### src/hctb_ram.sv
// Generic simple dual-port RAM: one write port, one read port with
// registered read data. No dependencies.
`timescale 1ns / 1ps
module hctb_ram #(
    parameter int WIDTH = 8,
    parameter int DEPTH = 256
) (
    input  logic                     i_clk,
    input  logic                     i_we,
    input  logic [$clog2(DEPTH)-1:0] i_waddr,
    input  logic [WIDTH-1:0]         i_wdata,
    input  logic [$clog2(DEPTH)-1:0] i_raddr,
    output logic [WIDTH-1:0]         o_rdata
);

    logic [WIDTH-1:0] r_mem [DEPTH];
    logic [WIDTH-1:0] r_rdata;

    // Write port and registered read port.
    always_ff @(posedge i_clk) begin
        if (i_we) begin
            r_mem[i_waddr] <= i_wdata;
        end
        r_rdata <= r_mem[i_raddr];
    end

    assign o_rdata = r_rdata;

endmodule
### config.mk
export PLATFORM = sky130hd
export DESIGN_NAME = hctb_ram
export DESIGN_NICKNAME = d
export VERILOG_FILES = /design/src/hctb_ram.sv
export SDC_FILE = /design/constraint.sdc
export NUM_CORES = 2
export LEC_CHECK = 0
export BUFFER_PORTS_ARGS = -buffer_cell sky130_fd_sc_hd__buf_4
export CAP_MARGIN = 40
export CORE_UTILIZATION = 55
export CTS_CLUSTER_DIAMETER = 60
export DETAILED_ROUTE_END_ITERATION = 8
export PLACE_DENSITY = 0.71
export SLEW_MARGIN = 25
export SYNTH_ARGS = -nofsm -noshare
export SYNTH_HDL_FRONTEND = slang
export SYNTH_SLANG_ARGS = --single-unit
### constraint.sdc
create_clock -name i_clk -period 3.1 [get_ports i_clk]
set_clock_uncertainty 0.2 [all_clocks]
set_input_delay 0 -clock i_clk [delete_from_list [all_inputs] [get_ports i_clk]]
set_output_delay 0 -clock i_clk [all_outputs]
set_load 0.02 [all_outputs]
==> flow_summary.toml <==
[power_and_ir_drop]
p_per_area_mw_per_mm2 = 620
clkPwrFrac_pct = 40.6
combPwrFrac_pct = 5.4
swShare_pct = 21.5
leakage_nw = 29.3
p_sw_mw = 12.2
seqPwrFrac_pct = 54.1
peakVddDrop_mv = 0.554
power.internal_mw = 44.6

[setup_path]
timing.rr.end = "o_rdata[7]$_DFF_P_"
cp-end-kind = "flip-flop"
crit_end = "o_rdata[7]$_DFF_P_"
reg2reg_depth = 6
cp.required_ns = 3.60
arrival_ns = 3.33
worstSetupStartpointType = "flip-flop"
rrSetupSlack_ns = 0.28
worstReg2RegStart = "r_mem[64][7]$_DFFE_PP_"
cp_max_fo = 1
critPathKind = "reg -> reg"
critical_path.startpoint = "r_mem[64][7]$_DFFE_PP_"

[synth]
synth_top_area_share_pct = 77.3
yosysMostFrequentCell = "edfxtp_1"
synth_area_mm2 = 0.0796
synth_area_leaders = "edfxtp_1, mux4_2, mux2i_1, nor2_1, a22oi_1"
syn_inst = 3733
synth_adder_area_share_pct = 0
syn_avg_cell_area_um2 = 21.3
synth_ff_type = "edfxtp_1"
synth_cell_types = 55
synth_nets = 3759
synth_edf_count = 2048
synth_xor_xnor_area_share_pct = 0
async_reset_ff_share_pct = 0
synth_compound_area_share_pct = 3.42
synth_seq_cells = 2056
ys_seq_area_share_pct = 77.5
synth_top_area_cell = "edfxtp_1"
synth_warnings = 0
synthTopCellsByCount = "edfxtp_1, mux4_2, nor2_1"
synth_simple_gate_area_share_pct = 2.63
synth_top_family_by_area = "multiplexers"
muxShareOfSynthArea_pct = 14.6

[finish]
final_cell_area_mm2 = 0.0917
drive_above_1_share_pct = 28.6
final_cell_count_no_fill = 6312
fin_nets = 4278
final_util_pct = 63.9
syn2layout_area_growth_pct = 15.3

[global_route]
grt_pass1_vias = 40900
grt_antenna_before_repair = 10
grt_usage_pct = 27.2
grt_max_degree = 137
overflow = 0
grt_pass1_wl_um = 285000

[sta]
grt_setup_unrepaired = "false"
slew_headroom_pct = 33.3
tns_ns = 0
min_period_ns = 2.82
setup_viol = 0
hold_violations = 0
max_freq_mhz = 354
slew_violations = 0
period_share_pct = 91.1
tightestPinTransition_ns = 1.00

[floorplanning]
row_count = 139
initial_core_util_pct = 55.4
dieArea_mm2 = 0.146
die_h_um = 382
core_mm2 = 0.143
die_width_um = 382
design.portCount = 34

[detailed_routing]
vias_per_cell = 6.49
drtPass1Iterations = 6
ant_nets = 0
drtIter0Drc = 5270
wl_um = 197000
dr_total_vias = 41000
drcViolationCount = 0
wire_per_inst_um = 31.2

[clocking]
clock_latency_ns = 0.85
hold_buffers = 27
cts_tree = "built"
cts_resized = 0
h-tree-depth = 4
numCtsBuffers = 198
cts_root_buf = "clkbuf_16"
cts_sinks = 2056
cts.clk_slew.worst_paths_ns = 0.06
max-clock-path-buffers = 3
cts_setup_buffers = 0

[flow_run]
max_cap_violations = 0

[hold_path]
hold_path.class = "in -> reg"

[placement]
hpwl_um = 123000
place_inst = 5919
port_buffers = 33
gp_congestion = 0.861
postPlaceCellArea_mm2 = 0.0851

[status]
status = "finished, final reports clean"
-- placed cells by master, fill, tap and decap left out, types with 6 or more instances in the layout --
master,synthesis,final
edfxtp_1,2048,2048
buf_4,27,459
mux4_2,454,454
nor2_1,282,279
clkbuf_16,0,199
mux2i_1,134,134
a22oi_1,133,133
a21oi_1,96,96
buf_12,8,51
clkbuf_1,111,49
clkinv_1,1,47
o221ai_1,46,46
nand2_1,33,33
nand3_1,34,33
o22ai_1,28,28
nor2b_1,31,28
clkinv_2,0,27
dlygate4sd3_1,0,26
nor3_1,22,22
nor4_1,24,22
a211oi_1,16,16
a221oi_1,13,13
bufinv_16,0,11
nand4_1,10,10
o211ai_1,10,10
o21ai_0,10,10
nand2b_1,8,8
a22o_1,8,8
buf_8,13,8
dfxtp_1,8,8
clkinv_16,0,7
and2_1,6,6
-- layout make-up --
cell class              instances  area [µm²]
diodes                          3        7.51
clock buffers                 249        5180
clock inverters               105        1020
fillers                      9309       51800
inverters                       2        7.51
multi-input cells            1442       16500
flip-flops and latches       2056       61700
well taps                    1903        2380
repair buffers                552        4930
-- flip-flops by register name, indices dropped and copies added, names as in the netlist --
register and cells:
o_rdata 8, r_mem 2048
-- logic make-up (layout without fill, tap and decap cells) --
logic type,Yosys count,after routing
simple gates,466,466
buf+inv,235,908
compound gates,385,385
mux,591,591
other cells,0,3
flops,2056,2056
-- worst max-delay path: stages (launching register included) --
cell and delay (ns):
edfxtp_1 0.39, mux4_2 0.52, mux4_2 0.52, nor2b_1 0.17
nor4_1 0.59, buf_4 0.25, nor4_1 0.04
-- layer usage --
metal	GRT usage, %	share of wire (%)	up-vias	routed length (µm)
met1	38.8	38	21400	74400
met4	9.04	3.1	18	6130
met2	42.0	48	2510	93800
met5	0	0.060	-	118
met3	6.40	11	346	22300
li1	-	-	16700	-
-- through the flow --
stage / setup slack [ns] / power (mW) / hold slack (ns)
after global routing: 0.194 / 58.2 / 0.0309
after detailed placement: -0.196 / 34.3 / 0.247
after global placement: -0.524 / 34.2 / 0.236
final: 0.277 / 56.8 / 0.0248
after CTS: 0.296 / 57.0 / 0.000750
after floorplan: 0.962 / 32.8 / -0.101
-- how the worst min path moves through the flow --
stage,start,to,slack [ns],depth (start not counted)
finish,i_wdata[7],r_mem[184][7]$_DFFE_PP_,0.02,2
global route,i_wdata[7],r_mem[184][7]$_DFFE_PP_,0.03,2
CTS,i_raddr[5],o_rdata[4]$_DFF_P_,0.0007,5
detailed placement,i_wdata[3],r_mem[242][3]$_DFFE_PP_,0.25,1
global placement,i_wdata[3],r_mem[241][3]$_DFFE_PP_,0.24,1
floorplan,i_wdata[0],r_mem[0][0]$_DFFE_PP_,-0.10,0
-- power by group through the flow --
stage / logic [mW] / registers [mW] / clock network (mW)
2_1_floorplan: 1.49 / 31.3 / 0
3_3_place_gp: 2.93 / 31.3 / 0
3_5_place_dp: 2.98 / 31.3 / 0
4_1_cts: 3.03 / 30.7 / 23.3
5_1_grt: 3.19 / 30.7 / 24.3
6_report: 3.05 / 30.7 / 23.0
Note: power is estimated with default switching activity, not from simulation.
